--- src/design/pcrp_pkg.sv ---
// shared types and constants for the proxy connect request parser
package pcrp_pkg;

   localparam int unsigned SOCKS_VERSION   = 5;
   localparam int unsigned CMD_CONNECT     = 1;
   localparam int unsigned RSV_VALUE       = 0;
   localparam int unsigned ATYP_IPV4       = 1;
   localparam int unsigned ATYP_DOMAIN     = 3;
   localparam int unsigned ATYP_IPV6       = 4;
   localparam int unsigned LEN_IPV4        = 10;
   localparam int unsigned LEN_IPV6        = 22;
   localparam int unsigned DOMAIN_OVERHEAD = 7;
   localparam int unsigned HEADER_LEN      = 4;
   localparam int unsigned PORT_LEN        = 2;
   localparam int unsigned COUNT_W         = 9;
   localparam int unsigned COUNT_MAX       = 511;
   localparam int unsigned QUEUE_DEPTH     = 4;

   typedef enum logic [1:0] {
      KIND_ADDR   = 2'd0,
      KIND_ACCEPT = 2'd1,
      KIND_REJECT = 2'd2
   } kind_type;

   typedef enum logic [1:0] {
      ADDR_NONE   = 2'd0,
      ADDR_IPV4   = 2'd1,
      ADDR_DOMAIN = 2'd2,
      ADDR_IPV6   = 2'd3
   } addr_kind_type;

   typedef struct packed {
      kind_type    kind;
      logic [7:0]  addr_byte;
      logic [7:0]  addr_index;
      logic [15:0] port_number;
      logic        is_domain;
      logic [7:0]  addr_length;
   } result_type;

endpackage

--- src/design/pcrp_front.sv ---
// front end: takes request bytes, tracks message state and classifies each byte
module pcrp_front (
   input  logic                 clock,
   input  logic                 reset,
   input  logic                 accept,
   input  logic [7:0]           in_byte,
   input  logic                 end_of_message,
   output logic                 push,
   output pcrp_pkg::result_type push_data
);
   import pcrp_pkg::*;

   localparam logic [COUNT_W-1:0] P_VER     = COUNT_W'(0);
   localparam logic [COUNT_W-1:0] P_CMD     = COUNT_W'(1);
   localparam logic [COUNT_W-1:0] P_RSV     = COUNT_W'(2);
   localparam logic [COUNT_W-1:0] P_ATYP    = COUNT_W'(3);
   localparam logic [COUNT_W-1:0] P_DLEN    = COUNT_W'(HEADER_LEN);
   localparam logic [COUNT_W-1:0] V4_PORT   = COUNT_W'(LEN_IPV4 - PORT_LEN);
   localparam logic [COUNT_W-1:0] V4_END    = COUNT_W'(LEN_IPV4);
   localparam logic [COUNT_W-1:0] V6_PORT   = COUNT_W'(LEN_IPV6 - PORT_LEN);
   localparam logic [COUNT_W-1:0] V6_END    = COUNT_W'(LEN_IPV6);
   localparam logic [COUNT_W-1:0] DOM_START = COUNT_W'(HEADER_LEN + 1);
   localparam logic [COUNT_W-1:0] DOM_OVH   = COUNT_W'(DOMAIN_OVERHEAD);
   localparam logic [COUNT_W-1:0] CNT_MAX   = COUNT_W'(COUNT_MAX);

   logic [COUNT_W-1:0] count_ff, count_in;
   logic               bad_ff, bad_in;
   addr_kind_type      kind_ff, kind_in;
   logic [7:0]         dlen_ff, dlen_in;
   logic [15:0]        port_ff, port_in;

   logic               is_addr;
   logic               is_port;
   logic [7:0]         idx;
   logic [COUNT_W-1:0] dlen_ext;
   logic [COUNT_W-1:0] need;
   logic [7:0]         alen;
   logic               ok;

   always_comb begin
      bad_in   = bad_ff;
      kind_in  = kind_ff;
      dlen_in  = dlen_ff;
      is_addr  = 1'b0;
      is_port  = 1'b0;
      idx      = 8'd0;
      dlen_ext = {1'b0, dlen_ff};

      if (count_ff == P_VER) begin
         if (in_byte != 8'(SOCKS_VERSION)) bad_in = 1'b1;
      end else if (count_ff == P_CMD) begin
         if (in_byte != 8'(CMD_CONNECT)) bad_in = 1'b1;
      end else if (count_ff == P_RSV) begin
         if (in_byte != 8'(RSV_VALUE)) bad_in = 1'b1;
      end else if (count_ff == P_ATYP) begin
         if (in_byte == 8'(ATYP_IPV4)) begin
            kind_in = ADDR_IPV4;
         end else if (in_byte == 8'(ATYP_DOMAIN)) begin
            kind_in = ADDR_DOMAIN;
         end else if (in_byte == 8'(ATYP_IPV6)) begin
            kind_in = ADDR_IPV6;
         end else begin
            kind_in = ADDR_NONE;
            bad_in  = 1'b1;
         end
      end else begin
         unique case (kind_ff)
            ADDR_IPV4: begin
               if (count_ff < V4_PORT) begin
                  is_addr = 1'b1;
                  idx     = 8'(count_ff - P_DLEN);
               end else if (count_ff < V4_END) begin
                  is_port = 1'b1;
               end
            end
            ADDR_IPV6: begin
               if (count_ff < V6_PORT) begin
                  is_addr = 1'b1;
                  idx     = 8'(count_ff - P_DLEN);
               end else if (count_ff < V6_END) begin
                  is_port = 1'b1;
               end
            end
            ADDR_DOMAIN: begin
               if (count_ff == P_DLEN) begin
                  dlen_in = in_byte;
               end else if (count_ff < DOM_START + dlen_ext) begin
                  is_addr = 1'b1;
                  idx     = 8'(count_ff - DOM_START);
               end else if (count_ff < DOM_OVH + dlen_ext) begin
                  is_port = 1'b1;
               end
            end
            default: ;
         endcase
      end

      port_in  = is_port ? {port_ff[7:0], in_byte} : port_ff;
      count_in = (count_ff == CNT_MAX) ? count_ff : count_ff + COUNT_W'(1);

      need = '0;
      alen = 8'd0;
      unique case (kind_in)
         ADDR_IPV4: begin
            need = V4_END;
            alen = 8'(HEADER_LEN);
         end
         ADDR_IPV6: begin
            need = V6_END;
            alen = 8'(LEN_IPV6 - LEN_IPV4 + HEADER_LEN);
         end
         ADDR_DOMAIN: begin
            need = {1'b0, dlen_in} + DOM_OVH;
            alen = dlen_in;
         end
         default: ;
      endcase
      ok = !bad_in && (kind_in != ADDR_NONE) && (count_in == need);

      push = accept && (end_of_message || is_addr);
      if (end_of_message) begin
         push_data.kind        = ok ? KIND_ACCEPT : KIND_REJECT;
         push_data.addr_byte   = 8'd0;
         push_data.addr_index  = 8'd0;
         push_data.port_number = ok ? port_in : 16'd0;
         push_data.is_domain   = ok && (kind_in == ADDR_DOMAIN);
         push_data.addr_length = ok ? alen : 8'd0;
      end else begin
         push_data.kind        = KIND_ADDR;
         push_data.addr_byte   = in_byte;
         push_data.addr_index  = idx;
         push_data.port_number = 16'd0;
         push_data.is_domain   = 1'b0;
         push_data.addr_length = 8'd0;
      end
   end

   always_ff @(posedge clock) begin
      if (reset || (accept && end_of_message)) begin
         count_ff <= '0;
         bad_ff   <= 1'b0;
         kind_ff  <= ADDR_NONE;
         dlen_ff  <= 8'd0;
         port_ff  <= 16'd0;
      end else if (accept) begin
         count_ff <= count_in;
         bad_ff   <= bad_in;
         kind_ff  <= kind_in;
         dlen_ff  <= dlen_in;
         port_ff  <= port_in;
      end
   end

endmodule

--- src/design/pcrp_queue.sv ---
// short result queue between the front end and the output stage
module pcrp_queue #(
   parameter int unsigned Depth = pcrp_pkg::QUEUE_DEPTH
) (
   input  logic                 clock,
   input  logic                 reset,
   input  logic                 push,
   input  pcrp_pkg::result_type push_data,
   output logic                 full,
   input  logic                 pop,
   output logic                 q_valid,
   output pcrp_pkg::result_type q_data
);
   import pcrp_pkg::*;

   localparam int unsigned PtrW = $clog2(Depth);
   localparam int unsigned CntW = $clog2(Depth + 1);
   localparam logic [PtrW-1:0] LastPtr = PtrW'(Depth - 1);

   result_type      mem_ff [Depth];
   logic [PtrW-1:0] wr_ptr_ff, wr_ptr_in;
   logic [PtrW-1:0] rd_ptr_ff, rd_ptr_in;
   logic [CntW-1:0] count_ff, count_in;
   logic            do_push;
   logic            do_pop;

   assign full    = (count_ff == CntW'(Depth));
   assign q_valid = (count_ff != '0);
   assign q_data  = mem_ff[rd_ptr_ff];
   assign do_push = push && !full;
   assign do_pop  = pop && q_valid;

   always_comb begin
      wr_ptr_in = wr_ptr_ff;
      rd_ptr_in = rd_ptr_ff;
      count_in  = count_ff;
      if (do_push) wr_ptr_in = (wr_ptr_ff == LastPtr) ? '0 : wr_ptr_ff + PtrW'(1);
      if (do_pop) rd_ptr_in = (rd_ptr_ff == LastPtr) ? '0 : rd_ptr_ff + PtrW'(1);
      if (do_push && !do_pop) begin
         count_in = count_ff + CntW'(1);
      end else if (do_pop && !do_push) begin
         count_in = count_ff - CntW'(1);
      end
   end

   always_ff @(posedge clock) begin
      if (reset) begin
         wr_ptr_ff <= '0;
         rd_ptr_ff <= '0;
         count_ff  <= '0;
      end else begin
         wr_ptr_ff <= wr_ptr_in;
         rd_ptr_ff <= rd_ptr_in;
         count_ff  <= count_in;
      end
   end

   always_ff @(posedge clock) begin
      if (do_push) mem_ff[wr_ptr_ff] <= push_data;
   end

endmodule

--- src/design/pcrp_back.sv ---
// output stage: registers results from the queue onto the response channel
module pcrp_back (
   input  logic                 clock,
   input  logic                 reset,
   input  logic                 q_valid,
   input  pcrp_pkg::result_type q_data,
   output logic                 pop,
   output logic                 rsp_valid,
   input  logic                 rsp_stall,
   output logic [1:0]           rsp_kind,
   output logic [7:0]           rsp_addr_byte,
   output logic [7:0]           rsp_addr_index,
   output logic [15:0]          rsp_port_number,
   output logic                 rsp_is_domain,
   output logic [7:0]           rsp_addr_length
);
   import pcrp_pkg::*;

   logic       valid_ff;
   result_type data_ff;

   assign pop = q_valid && (!valid_ff || !rsp_stall);

   always_ff @(posedge clock) begin
      if (reset) begin
         valid_ff <= 1'b0;
      end else if (!valid_ff || !rsp_stall) begin
         valid_ff <= q_valid;
      end
   end

   always_ff @(posedge clock) begin
      if (pop) data_ff <= q_data;
   end

   assign rsp_valid       = valid_ff;
   assign rsp_kind        = data_ff.kind;
   assign rsp_addr_byte   = data_ff.addr_byte;
   assign rsp_addr_index  = data_ff.addr_index;
   assign rsp_port_number = data_ff.port_number;
   assign rsp_is_domain   = data_ff.is_domain;
   assign rsp_addr_length = data_ff.addr_length;

endmodule

--- src/design/proxy_connect_request_parser.sv ---
// top level of the proxy connect request parser
//
// request channel: one byte of a connect request per request, with
// req_end_of_message set on the final byte. a byte is taken at a clock
// edge with req_valid high and req_stall low.
// response channel: one response per address byte before the final byte
// (rsp_kind address, with value and index) and one verdict per message
// (accept or reject, with port, domain flag and address length on accept).
// path: a response passes through the queue and then the output register
// on its way to the rsp_ ports. throughput: one byte per cycle while req_stall
// is low; the front end updates its per-byte state as each byte is taken, and
// the queue lets it run ahead of the output register.
// stall: while rsp_stall is high the output register holds and the queue
// fills; req_stall rises once the queue (QueueDepth entries) is full.
// reset: synchronous, clears the message state, the queue and the output
// valid; the block can take bytes as soon as reset is low.
module proxy_connect_request_parser #(
   parameter int unsigned QueueDepth = pcrp_pkg::QUEUE_DEPTH
) (
   input  logic        clock,
   input  logic        reset,
   input  logic        req_valid,
   output logic        req_stall,
   input  logic [7:0]  req_in_byte,
   input  logic        req_end_of_message,
   output logic        rsp_valid,
   input  logic        rsp_stall,
   output logic [1:0]  rsp_kind,
   output logic [7:0]  rsp_addr_byte,
   output logic [7:0]  rsp_addr_index,
   output logic [15:0] rsp_port_number,
   output logic        rsp_is_domain,
   output logic [7:0]  rsp_addr_length
);
   import pcrp_pkg::*;

   logic       accept;
   logic       push;
   result_type push_data;
   logic       full;
   logic       pop;
   logic       q_valid;
   result_type q_data;

   assign req_stall = full;
   assign accept    = req_valid && !full;

   pcrp_front u_front (
      .clock          (clock),
      .reset          (reset),
      .accept         (accept),
      .in_byte        (req_in_byte),
      .end_of_message (req_end_of_message),
      .push           (push),
      .push_data      (push_data)
   );

   pcrp_queue #(
      .Depth (QueueDepth)
   ) u_queue (
      .clock     (clock),
      .reset     (reset),
      .push      (push),
      .push_data (push_data),
      .full      (full),
      .pop       (pop),
      .q_valid   (q_valid),
      .q_data    (q_data)
   );

   pcrp_back u_back (
      .clock           (clock),
      .reset           (reset),
      .q_valid         (q_valid),
      .q_data          (q_data),
      .pop             (pop),
      .rsp_valid       (rsp_valid),
      .rsp_stall       (rsp_stall),
      .rsp_kind        (rsp_kind),
      .rsp_addr_byte   (rsp_addr_byte),
      .rsp_addr_index  (rsp_addr_index),
      .rsp_port_number (rsp_port_number),
      .rsp_is_domain   (rsp_is_domain),
      .rsp_addr_length (rsp_addr_length)
   );

endmodule

--- config.mk ---
export PLATFORM = sky130hd
export DESIGN_NAME = proxy_connect_request_parser
export DESIGN_NICKNAME = d
export VERILOG_FILES = /design/src/design/pcrp_pkg.sv /design/src/design/pcrp_front.sv /design/src/design/pcrp_queue.sv /design/src/design/pcrp_back.sv /design/src/design/proxy_connect_request_parser.sv
export SDC_FILE = /design/constraint.sdc
export NUM_CORES = 1
export LEC_CHECK = 0
export BUFFER_PORTS_ARGS = -buffer_cell sky130_fd_sc_hd__buf_2
export CAP_MARGIN = 10
export CORE_UTILIZATION = 43
export DETAILED_ROUTE_END_ITERATION = 10
export GPL_TIMING_DRIVEN = 0
export HOLD_SLACK_MARGIN = 0.05
export PLACE_DENSITY_LB_ADDON = 0.3
export SKIP_CTS_REPAIR_TIMING = 1
export SLEW_MARGIN = 0
export SYNTH_ARGS = -nofsm -noshare
export SYNTH_HDL_FRONTEND = slang
export SYNTH_SLANG_ARGS = --single-unit
--- constraint.sdc ---
create_clock -name clock -period 6.26 [get_ports clock]
set_clock_uncertainty 0.15 [all_clocks]
set_input_delay 0 -clock clock [delete_from_list [all_inputs] [get_ports clock]]
set_output_delay 0 -clock clock [all_outputs]
set_load 0.01 [all_outputs]
==> flow_metrics.tcl, run 1 <==
set metrics [dict create \
    place_hpwl_mm 16.6 \
    max_freq_ghz 0.174 \
    rsz0062_at_grt "false" \
    violations "design-rule violations" \
    synth_seq_area_share 0.632 \
    grt_pass1_vias 6893 \
    r2r_start "u_front.count_ff[2]" \
    hold_violations 0 \
    antenna_found_initial 0 \
    p_int_uw 3520 \
    clk_path_buf_depth 3 \
    worstSetupPathType "register to register" \
    die-area_sq_um 27700 \
    wl_per_cell_um 18.7 \
    netSwitchingFraction 0.269 \
    fin_crit_sh 0.916 \
    synth-seq-cells 259 \
    required_ps 6330 \
    gp_congestion 0.878 \
    drcViolationCount 3 \
    core-area_sq_um 26300 \
    startpoint_type "register" \
    clkTransAtPathRegs_ps 60 \
    port_buffers 53 \
    fillers 2256 \
    grt_max_degree 35 \
    initialDrtViolationCount 578 \
    peakVddDrop_mv 0.181 \
    avgViaCountPerCell 5.41 \
    cts-root-buf "clkbuf_16" \
    holdCritStartpoint "req_in_byte[5]" \
    worstMarginPinSlew_ps 889 \
    insertion_delay_ps 520 \
    io_pins 58 \
    fin_cells 1271 \
    synthToLayoutAreaGrowth_pct 14.9 \
    async_flop_share 0 \
    synth_cells 819 \
    crit_cells 17 \
    crit_path_start "u_front.count_ff[2]" \
    dp.cells 1213 \
    synth_area_sq_um 11600 \
    pwr-share-comb 0.226 \
    numCtsBuffers 27 \
    clkPwrFrac 0.312 \
    die_h_um 166 \
    fp-row-count 59 \
    final_util 0.507 \
    syn-num-nets 867 \
    cts_sinks 259 \
    period_needed_ps 5730 \
    timing.rr.end "u_queue.mem_ff[2][4]" \
    drtPass1Iterations 8 \
    worstSetupEndpointType "register" \
    cp_slowest_cell "a211oi_1" \
    initial_utilization 0.442 \
    path_buf_inv 4 \
    ys_warn_count 0 \
    arrival_ps 5810 \
    r2r_cells 17 \
    endpoint "u_queue.mem_ff[2][4]" \
    die_w_um 166 \
    drv_slew 0 \
    drive_gt1_frac 0.174 \
    n_antenna_cell 0 \
    fin_nets 965 \
    setup_viol 0 \
    total_power_uw 4810 \
    synth_edf_count 215 \
    avgSynthCellArea_sq_um 14.2 \
    seq_power_share 0.463 \
    vias 6875 \
    cts_tree "done" \
    totalWireLength_mm 23.8 \
    cpPeakStageDelay_ps 580 \
    setup_tns_ps 0 \
    h-tree-depth 1 \
    min_path_type "input port to register" \
    yosysUniqueCellTypes 62 \
    path_cells "clkbuf_1, inv_1, ha_1, or3b_2, nor3b_2, nor2_8, a21oi_1, ha_1, inv_1, nor4_1, a211oi_1, nand3_1, xor2_1, nor4_1, nand4bb_1, buf_2, a211oi_1" \
    powerDensity_nw_per_um2 361 \
    cap_violations 0 \
    slew_headroom 0.403 \
    grt_use_total 0.176 \
    p_switching_uw 1290 \
    overflow 0 \
    grt_pass1_wl_mm 38.3 \
    crit_family "simple AND/OR/NAND/NOR gates" \
    synthFlopType "edfxtp_1" \
    power_leakage_uw 0.00468 \
    detail-route-antenna-nets 0 \
    status "complete, but fails checks" \
    r2r_setup_slack_ps 530 \
    cp_max_fo 10 \
]
[state kept, by name, summed over array words and instances, names as in the netlist, 8 cells and up]
name and flops:
u_queue.mem_ff 172, u_back.rsp_port_number 16, u_front.port_ff 16, u_front.count_ff 9, u_back.rsp_addr_byte 8, u_back.rsp_addr_index 8, u_back.rsp_addr_length 8, u_front.dlen_ff 8
[how the worst min path moves through the flow]
stage                              end  cells after the start  slack (ps)
floorplan             u_back.rsp_valid                      2          -5
global placement      u_back.rsp_valid                      3         120
detailed placement    u_back.rsp_valid                      3         120
CTS                   u_back.rsp_valid                      3        -420
global route        u_front.port_ff[5]                      4          60
finish              u_front.port_ff[5]                      4          20
[cells in the mapped netlist (3+ instances only)]
master / count / area, sq um
or4_1: 6 / 45.0
nor3_1: 18 / 90.1
mux4_2: 43 / 968
o21ai_0: 22 / 110
inv_1: 19 / 71.3
nand4_1: 7 / 43.8
ha_1: 34 / 425
nor3b_1: 3 / 22.5
or3_1: 5 / 31.3
buf_6: 3 / 33.8
edfxtp_1: 215 / 6460
a31oi_1: 3 / 18.8
a21oi_1: 39 / 195
buf_1: 4 / 15.0
o21a_1: 7 / 52.6
mux2i_1: 41 / 410
nand3_1: 22 / 110
nand2_1: 29 / 109
a211oi_1: 12 / 90.1
xor2_1: 16 / 140
buf_2: 4 / 20.0
and3_1: 3 / 18.8
nor4_1: 7 / 43.8
dfxtp_1: 44 / 881
nor2_1: 84 / 315
xnor2_1: 18 / 158
mux2_2: 3 / 33.8
nor2b_1: 11 / 68.8
nand2b_1: 6 / 37.5
clkbuf_1: 39 / 146
and2_1: 9 / 56.3
nand3b_1: 3 / 22.5
a21o_1: 4 / 30.0
[layer usage]
layer / vias up / GRT usage / part of all wire
li1: 3305 / - / -
met1: 3367 / 0.239 / 0.44
met2: 161 / 0.298 / 0.49
met3: 42 / 0.0205 / 0.042
met4: 0 / 0.0523 / 0.027
met5: - / 0 / 0
[worst register-to-register path, delay by kind of cell, from the launching register on]
kind | cells | cell delay (ps)
xor+xnor | 1 | 80
flops | 1 | 370
simple gates | 7 | 2290
fa+ha+maj | 2 | 540
buf+inv | 4 | 750
compound gates | 3 | 1250
[power groups by stage]
stage	sequential (uW)	clock (uW)	combinational, uW
finish	2230	1500	1080
global route	2250	1600	1190
CTS	2230	1520	1100
detailed placement	2260	0	1090
global placement	2270	0	1060
floorplan	2350	0	641
[area by class of cell]
cell class / instances / area, sq um / share of cell area
sequential: 259 / 7340 / 0.550
tap: 335 / 419 / 0.0314
timing repair buffer: 69 / 473 / 0.0355
buffer: 50 / 215 / 0.0161
multi-input combinational: 491 / 4000 / 0.300
clock inverter: 8 / 96.3 / 0.00722
clock buffer: 40 / 724 / 0.0543
inverter: 19 / 71.3 / 0.00535
[cells by family after synthesis]
kind of cell,share of synthesized area
AOI/OAI and AO/OA,0.0590
DFF,0.632
and+or+nand+nor,0.0987
buffers and inverters,0.0247
adders and majority gates,0.0384
muxes,0.122
xor gates and xnor gates,0.0256
[cell usage in the layout (no fill, tap or decap), drive strengths merged, types with 9 or more instances in the layout]
cell type,count
mux4,43
xnor2,18
buf,70
nand3,22
dlygate4sd3,10
a21oi,39
inv,20
clkbuf,79
a211oi,12
mux2i,41
xor2,16
o21ai,22
nor2b,11
ha,34
and2,9
nor3,19
nand2,29
dfxtp,44
edfxtp,215
nor2,86
[stage by stage]
stage | setup WS (ps) | cell area (sq um) | hold slack [ps]
final | 528 | 13300 | 19.9
after global routing | 251 | 13300 | 58.7
after CTS | 674 | 13200 | -424
after detailed placement | 758 | 12400 | 121
after global placement | 352 | 12300 | 117
after floorplan | 1790 | 11600 | -5.33
No activity file was read; power rests on OpenSTA's default activity.
==> inputs of run 2 (changes only) <==
--- a/config.mk
+++ b/config.mk
@@ -5,6 +5,7 @@
 export SDC_FILE = /design/constraint.sdc
 export NUM_CORES = 1
 export LEC_CHECK = 0
+export ABC_AREA = 1
 export BUFFER_PORTS_ARGS = -buffer_cell sky130_fd_sc_hd__buf_2
 export CAP_MARGIN = 10
 export CORE_UTILIZATION = 43
==> flow_metrics.tcl, run 2 <==
set metrics [dict create \
    totalWireLength_mm 28.1 \
    final_cell_mix "edfxtp_1 (215), nor2_1 (170), o21ai_0 (150), inv_1 (122), nand2_1 (107)" \
    overflow 0 \
    die-area_sq_um 28700 \
    worst_slack_ps 1750 \
    insertion_delay_ps 540 \
    r2r_start "u_front.dlen_ff[0]" \
    synthToLayoutAreaGrowth_pct 15.5 \
    antenna_found_initial 0 \
    cts_sinks 259 \
    worstSetupEndpointType "register" \
    synth_cells 1161 \
    drv_slew 0 \
    largest_reg_flops 172 \
    grt_max_degree 44 \
    cp_max_fo 23 \
    grt_pass1_wl_mm 44.3 \
    worstSetupPathType "register to register" \
    avgSynthCellArea_sq_um 10.4 \
    path_cells "inv_1, o21ai_0, nand2_1, xor2_1, ha_1, nand2_1, nor2_1, nand3_1, o2111ai_1, nor3_1, o211ai_1, nand2_1, inv_1, nor2_4, buf_12" \
    die_h_um 170 \
    r2r_cells 15 \
    synth-seq-cells 259 \
    h-tree-depth 1 \
    port_buffers 57 \
    cts_tree "done" \
    avgViaCountPerCell 5.18 \
    cap_violations 0 \
    initialDrtViolationCount 798 \
    synth.most_common_cell "edfxtp_1" \
    netlist.top_cell.by_area "edfxtp_1" \
    holdPathStages 6 \
    grt_pass1_vias 8056 \
    rsz0062_at_grt "false" \
    hold_violations 0 \
    required_ps 6340 \
    powerDensity_nw_per_um2 398 \
    io_pins 58 \
    regMostFlops "u_queue.mem_ff" \
    place_hpwl_mm 19.7 \
    cp_common_cell "nand2_1" \
    power_leakage_uw 0.00534 \
    layout_commonest_cell "edfxtp_1" \
    synthFlopType "edfxtp_1" \
    drtPass1Iterations 8 \
    setup_viol 0 \
    fillers 2436 \
    die_w_um 170 \
    wl_per_cell_um 16.9 \
    post-place-ws_ps 1750 \
    min_to "u_back.rsp_valid" \
    r2r_setup_slack_ps 1750 \
    fp-row-count 60 \
    gp_congestion 0.928 \
    clk_path_buf_depth 3 \
    fin_crit_sh 0.720 \
    holdCritStartpoint "rsp_stall" \
    cp_slowest_cell "nor3_1" \
    worstMarginPinSlew_ps 968 \
    crit_family "simple AND/OR/NAND/NOR gates" \
    drcViolationCount 0 \
    period_needed_ps 4510 \
    synth_top_area_frac 0.535 \
    vias 8589 \
    cpPeakStageDelay_ps 720 \
    async_flop_share 0 \
    core-area_sq_um 27300 \
    status "finished, final reports clean" \
    detail-route-antenna-nets 0 \
    synthTopCellsByArea "edfxtp_1 (54%), dfxtp_1 (7.3%), o21ai_0 (6.2%)" \
    peakVddDrop_mv 0.199 \
    drive_gt1_frac 0.134 \
    fin_nets 1313 \
    min_path_type "input port to register" \
    arrival_ps 4590 \
    cts-root-buf "clkbuf_16" \
    clkTransAtPathRegs_ps 60 \
    grt_use_total 0.199 \
    synth_common_cells "edfxtp_1 (215), nor2_1 (174), o21ai_0 (150), inv_1 (123), nand2_1 (107)" \
    slew_headroom 0.349 \
    synth_seq_area_share 0.608 \
    path_buf_inv 3 \
    syn-num-nets 1209 \
    final_util 0.511 \
    max_freq_ghz 0.222 \
    initial_utilization 0.443 \
    numCtsBuffers 28 \
    timing.rr.end "u_queue.mem_ff[3][4]" \
    ys_warn_count 0 \
    yosysUniqueCellTypes 50 \
    startpoint_type "register" \
    n_antenna_cell 0 \
    synth_edf_count 215 \
    synth_area_sq_um 12100 \
]
[run 2: cells by family (layout without fill, tap and decap cells)]
kind of cell | Yosys count | count (layout) | synth area share
DFF | 259 | 259 | 0.608
AOI/OAI and AO/OA | 265 | 265 | 0.120
xor gates and xnor gates | 23 | 23 | 0.0167
buffers and inverters | 182 | 308 | 0.0609
and+or+nand+nor | 397 | 397 | 0.158
adders and majority gates | 35 | 35 | 0.0369
[run 2: routing by layer]
| layer | wire length [um] | track usage |
|---|---|---|
| met4 | 569 | 0.0497 |
| met3 | 1520 | 0.0275 |
| met5 | 0 | 0 |
| met2 | 13000 | 0.325 |
| met1 | 12900 | 0.280 |
[run 2: worst min-delay path, delay by kind of cell]
kind / cells / cell delay (ps)
buffers and inverters: 3 / 650
AND/OR/NAND/NOR: 3 / 170
[run 2: stage by stage]
stage / hold slack [ps] / std cells / TNS [ps] / power [uW] / instance area [sq um]
after detailed placement: 46.6 / 1594 / 0 / 4010 / 12900
after CTS: -513 / 1646 / 0 / 5580 / 13800
final: 172 / 1659 / 0 / 5540 / 13900
after global routing: 205 / 1659 / 0 / 5880 / 13900
after floorplan: -71.5 / 1161 / 0 / 3430 / 12100
after global placement: 39.8 / 1590 / -89960 / 3970 / 12800
[run 2: how the worst max path moves through the flow]
stage	slack, ps	cells after the start	start	end
2_1_floorplan	1490	14	u_front.dlen_ff[0]	u_queue.mem_ff[0][0]
3_3_place_gp	-610	14	u_front.dlen_ff[0]	u_queue.mem_ff[3][19]
3_5_place_dp	1750	15	u_front.dlen_ff[0]	u_queue.mem_ff[3][19]
4_1_cts	1740	15	u_front.dlen_ff[0]	u_queue.mem_ff[3][36]
5_1_grt	1330	15	u_front.dlen_ff[0]	u_queue.mem_ff[3][36]
6_report	1750	15	u_front.dlen_ff[0]	u_queue.mem_ff[3][4]
[run 2: layout make-up]
cell class                      instances  area [sq um]  area share
Timing Repair Buffer                   74           495      0.0356
Sequential cell                       259          7340       0.526
Tap cell                              372           465      0.0334
Clock inverter                         12          92.6     0.00664
Buffer                                 49           230      0.0165
Clock buffer                           40           787      0.0565
Multi-Input combinational cell        720          4030       0.289
Inverter                              133           504      0.0362
[run 2: report_power, final]
group          switching (uW)  internal (uW)  leakage (uW)
clock                     657            915      0.000423
combinational            1150            507       0.00249
sequential               92.4           2220       0.00243
==> inputs of run 3 (changes only) <==
==> constraint.sdc (replaced) <==
create_clock -name clock -period 4.31 [get_ports clock]
set_clock_uncertainty 0.15 [all_clocks]
set_input_delay 0 -clock clock [delete_from_list [all_inputs] [get_ports clock]]
set_output_delay 0 -clock clock [all_outputs]
set_load 0.01 [all_outputs]
==> flow_metrics.tcl, run 3 (synthesis gave the netlist of run 2 again) <==
set metrics [dict create \
    status "finished, final reports clean" \
    hold_violations 0 \
    p_switching_uw 2770 \
    cpPeakStageDelay_ps 440 \
    netSwitchingFraction 0.343 \
    required_ps 4500 \
    totalWireLength_mm 28.1 \
    final_util 0.515 \
    fin_nets 1318 \
    drv_slew 0 \
    largest_reg_flops 172 \
    die_w_um 170 \
    min_path_type "input port to register" \
    layout_commonest_cell "edfxtp_1" \
    cts_tree "done" \
    n_antenna_cell 0 \
    cts-root-buf "clkbuf_16" \
    drive_gt1_frac 0.146 \
    cp_slowest_cell "dfxtp_1" \
    drtPass1Iterations 7 \
    synthToLayoutAreaGrowth_pct 16.3 \
    grt_pass1_vias 8056 \
    cap_violations 0 \
    clkTransAtPathRegs_ps 60 \
    holdWs_ps 167 \
    overflow 0 \
    gp_congestion 0.928 \
    path_cells "clkbuf_2, inv_1, ha_1, nand3_1, a21oi_4, nor2_1, buf_6, nand3_1, nand2_2, ha_1, nand3_2, nand2_4, nand2_1, nand3_1, nand2_1, nand2_1, nand3_1, nor2_4, nand4_2, nor2_2" \
    fp-row-count 60 \
    post-place-ws_ps -197 \
    pwr-share-comb 0.301 \
    crit_family "simple AND/OR/NAND/NOR gates" \
    die-area_sq_um 28700 \
    arrival_ps 4300 \
    core-area_sq_um 27300 \
    insertion_delay_ps 540 \
    port_buffers 57 \
    final_cell_mix "edfxtp_1 (215), nor2_1 (164), o21ai_0 (145), inv_1 (122), nand2_1 (107)" \
    regMostFlops "u_queue.mem_ff" \
    cp_common_cell "nand3_1" \
    max_freq_ghz 0.243 \
    cp_max_fo 10 \
    fin_cells 1664 \
    path_buf_inv 3 \
    slew_headroom 0.383 \
    worstMarginPinSlew_ps 917 \
    die_h_um 170 \
    place_hpwl_mm 19.7 \
    io_pins 58 \
    avgViaCountPerCell 5.17 \
    peakVddDrop_mv 0.289 \
    worstSetupEndpointType "register" \
    wl_per_cell_um 16.9 \
    vias 8611 \
    fillers 2426 \
    clkPwrFrac 0.283 \
    antenna_found_initial 0 \
    numCtsBuffers 28 \
    period_needed_ps 4110 \
    cts_sinks 259 \
    seq_power_share 0.417 \
    worst_slack_ps 199 \
    initialDrtViolationCount 705 \
    grt_max_degree 44 \
    power_leakage_uw 0.00538 \
    rsz0062_at_grt "true" \
    h-tree-depth 1 \
    startpoint_type "register" \
    powerDensity_nw_per_um2 575 \
    drcViolationCount 0 \
    setup_viol 0 \
    initial_utilization 0.443 \
    clk_path_buf_depth 3 \
    detail-route-antenna-nets 0 \
    fin_crit_sh 0.954 \
    grt_use_total 0.199 \
    dp.cells 1594 \
    worstSetupPathType "register to register" \
    grt_pass1_wl_mm 44.3 \
    p_int_uw 5300 \
]
[run 3: worst reg2reg max path: cells and delay by family, from the launching register on]
family / cells / cell delay, ps
flip-flops: 1 / 440
AND/OR/NAND/NOR: 14 / 2140
adder cells (fa/ha/maj): 2 / 510
buffers and inverters: 3 / 600
AO/OA/AOI/OAI: 1 / 80
[run 3: path summary, 6_finish.rpt]
| check | to | startpoint | slack (ps) | cells after the start |
|---|---|---|---|---|
| worst max-delay path | u_queue.mem_ff[1][1] | u_front.count_ff[3] | 200 | 20 |
| worst min register to register | u_queue.count_ff[2] | u_queue.count_ff[2] | 340 | 2 |
| worst min-delay path | u_back.rsp_valid | rsp_stall | 170 | 6 |
| worst max register to register | u_queue.mem_ff[1][1] | u_front.count_ff[3] | 200 | 20 |
[run 3: power by group through the flow]
stage               sequential [uW]  clock (uW)  combinational, uW
finish                         3360        2280               2430
global placement               3430           0               2340
CTS                            3370        2310               2420
floorplan                      3530           0               1440
global route                   3400        2430               2730
detailed placement             3420           0               2410
[run 3: routing by layer]
metal,GRT usage,up-vias,share of wire
li1,-,4231,-
met2,0.325,257,0.46
met5,0,-,0
met4,0.0497,0,0.022
met3,0.0275,50,0.063
met1,0.280,4073,0.45
[run 3: metrics by stage]
step                TNS (ps)  total power [uW]  area (sq um)
finish                     0              8070         14000
global route           -1830              8560         14000
global placement     -425360              5770         12800
floorplan             -79110              4980         12100
CTS                   -15780              8100         13800
detailed placement    -14280              5830         12900
[run 3: area by class of cell]
type	count	area, sq um	share of cell area
Buffer	49	231	0.0165
Clock buffer	40	787	0.0561
Clock inverter	12	92.6	0.00660
Inverter	133	508	0.0362
Multi-Input combinational cell	720	4070	0.290
Sequential cell	259	7340	0.523
Tap cell	372	465	0.0332
Timing Repair Buffer	79	546	0.0389
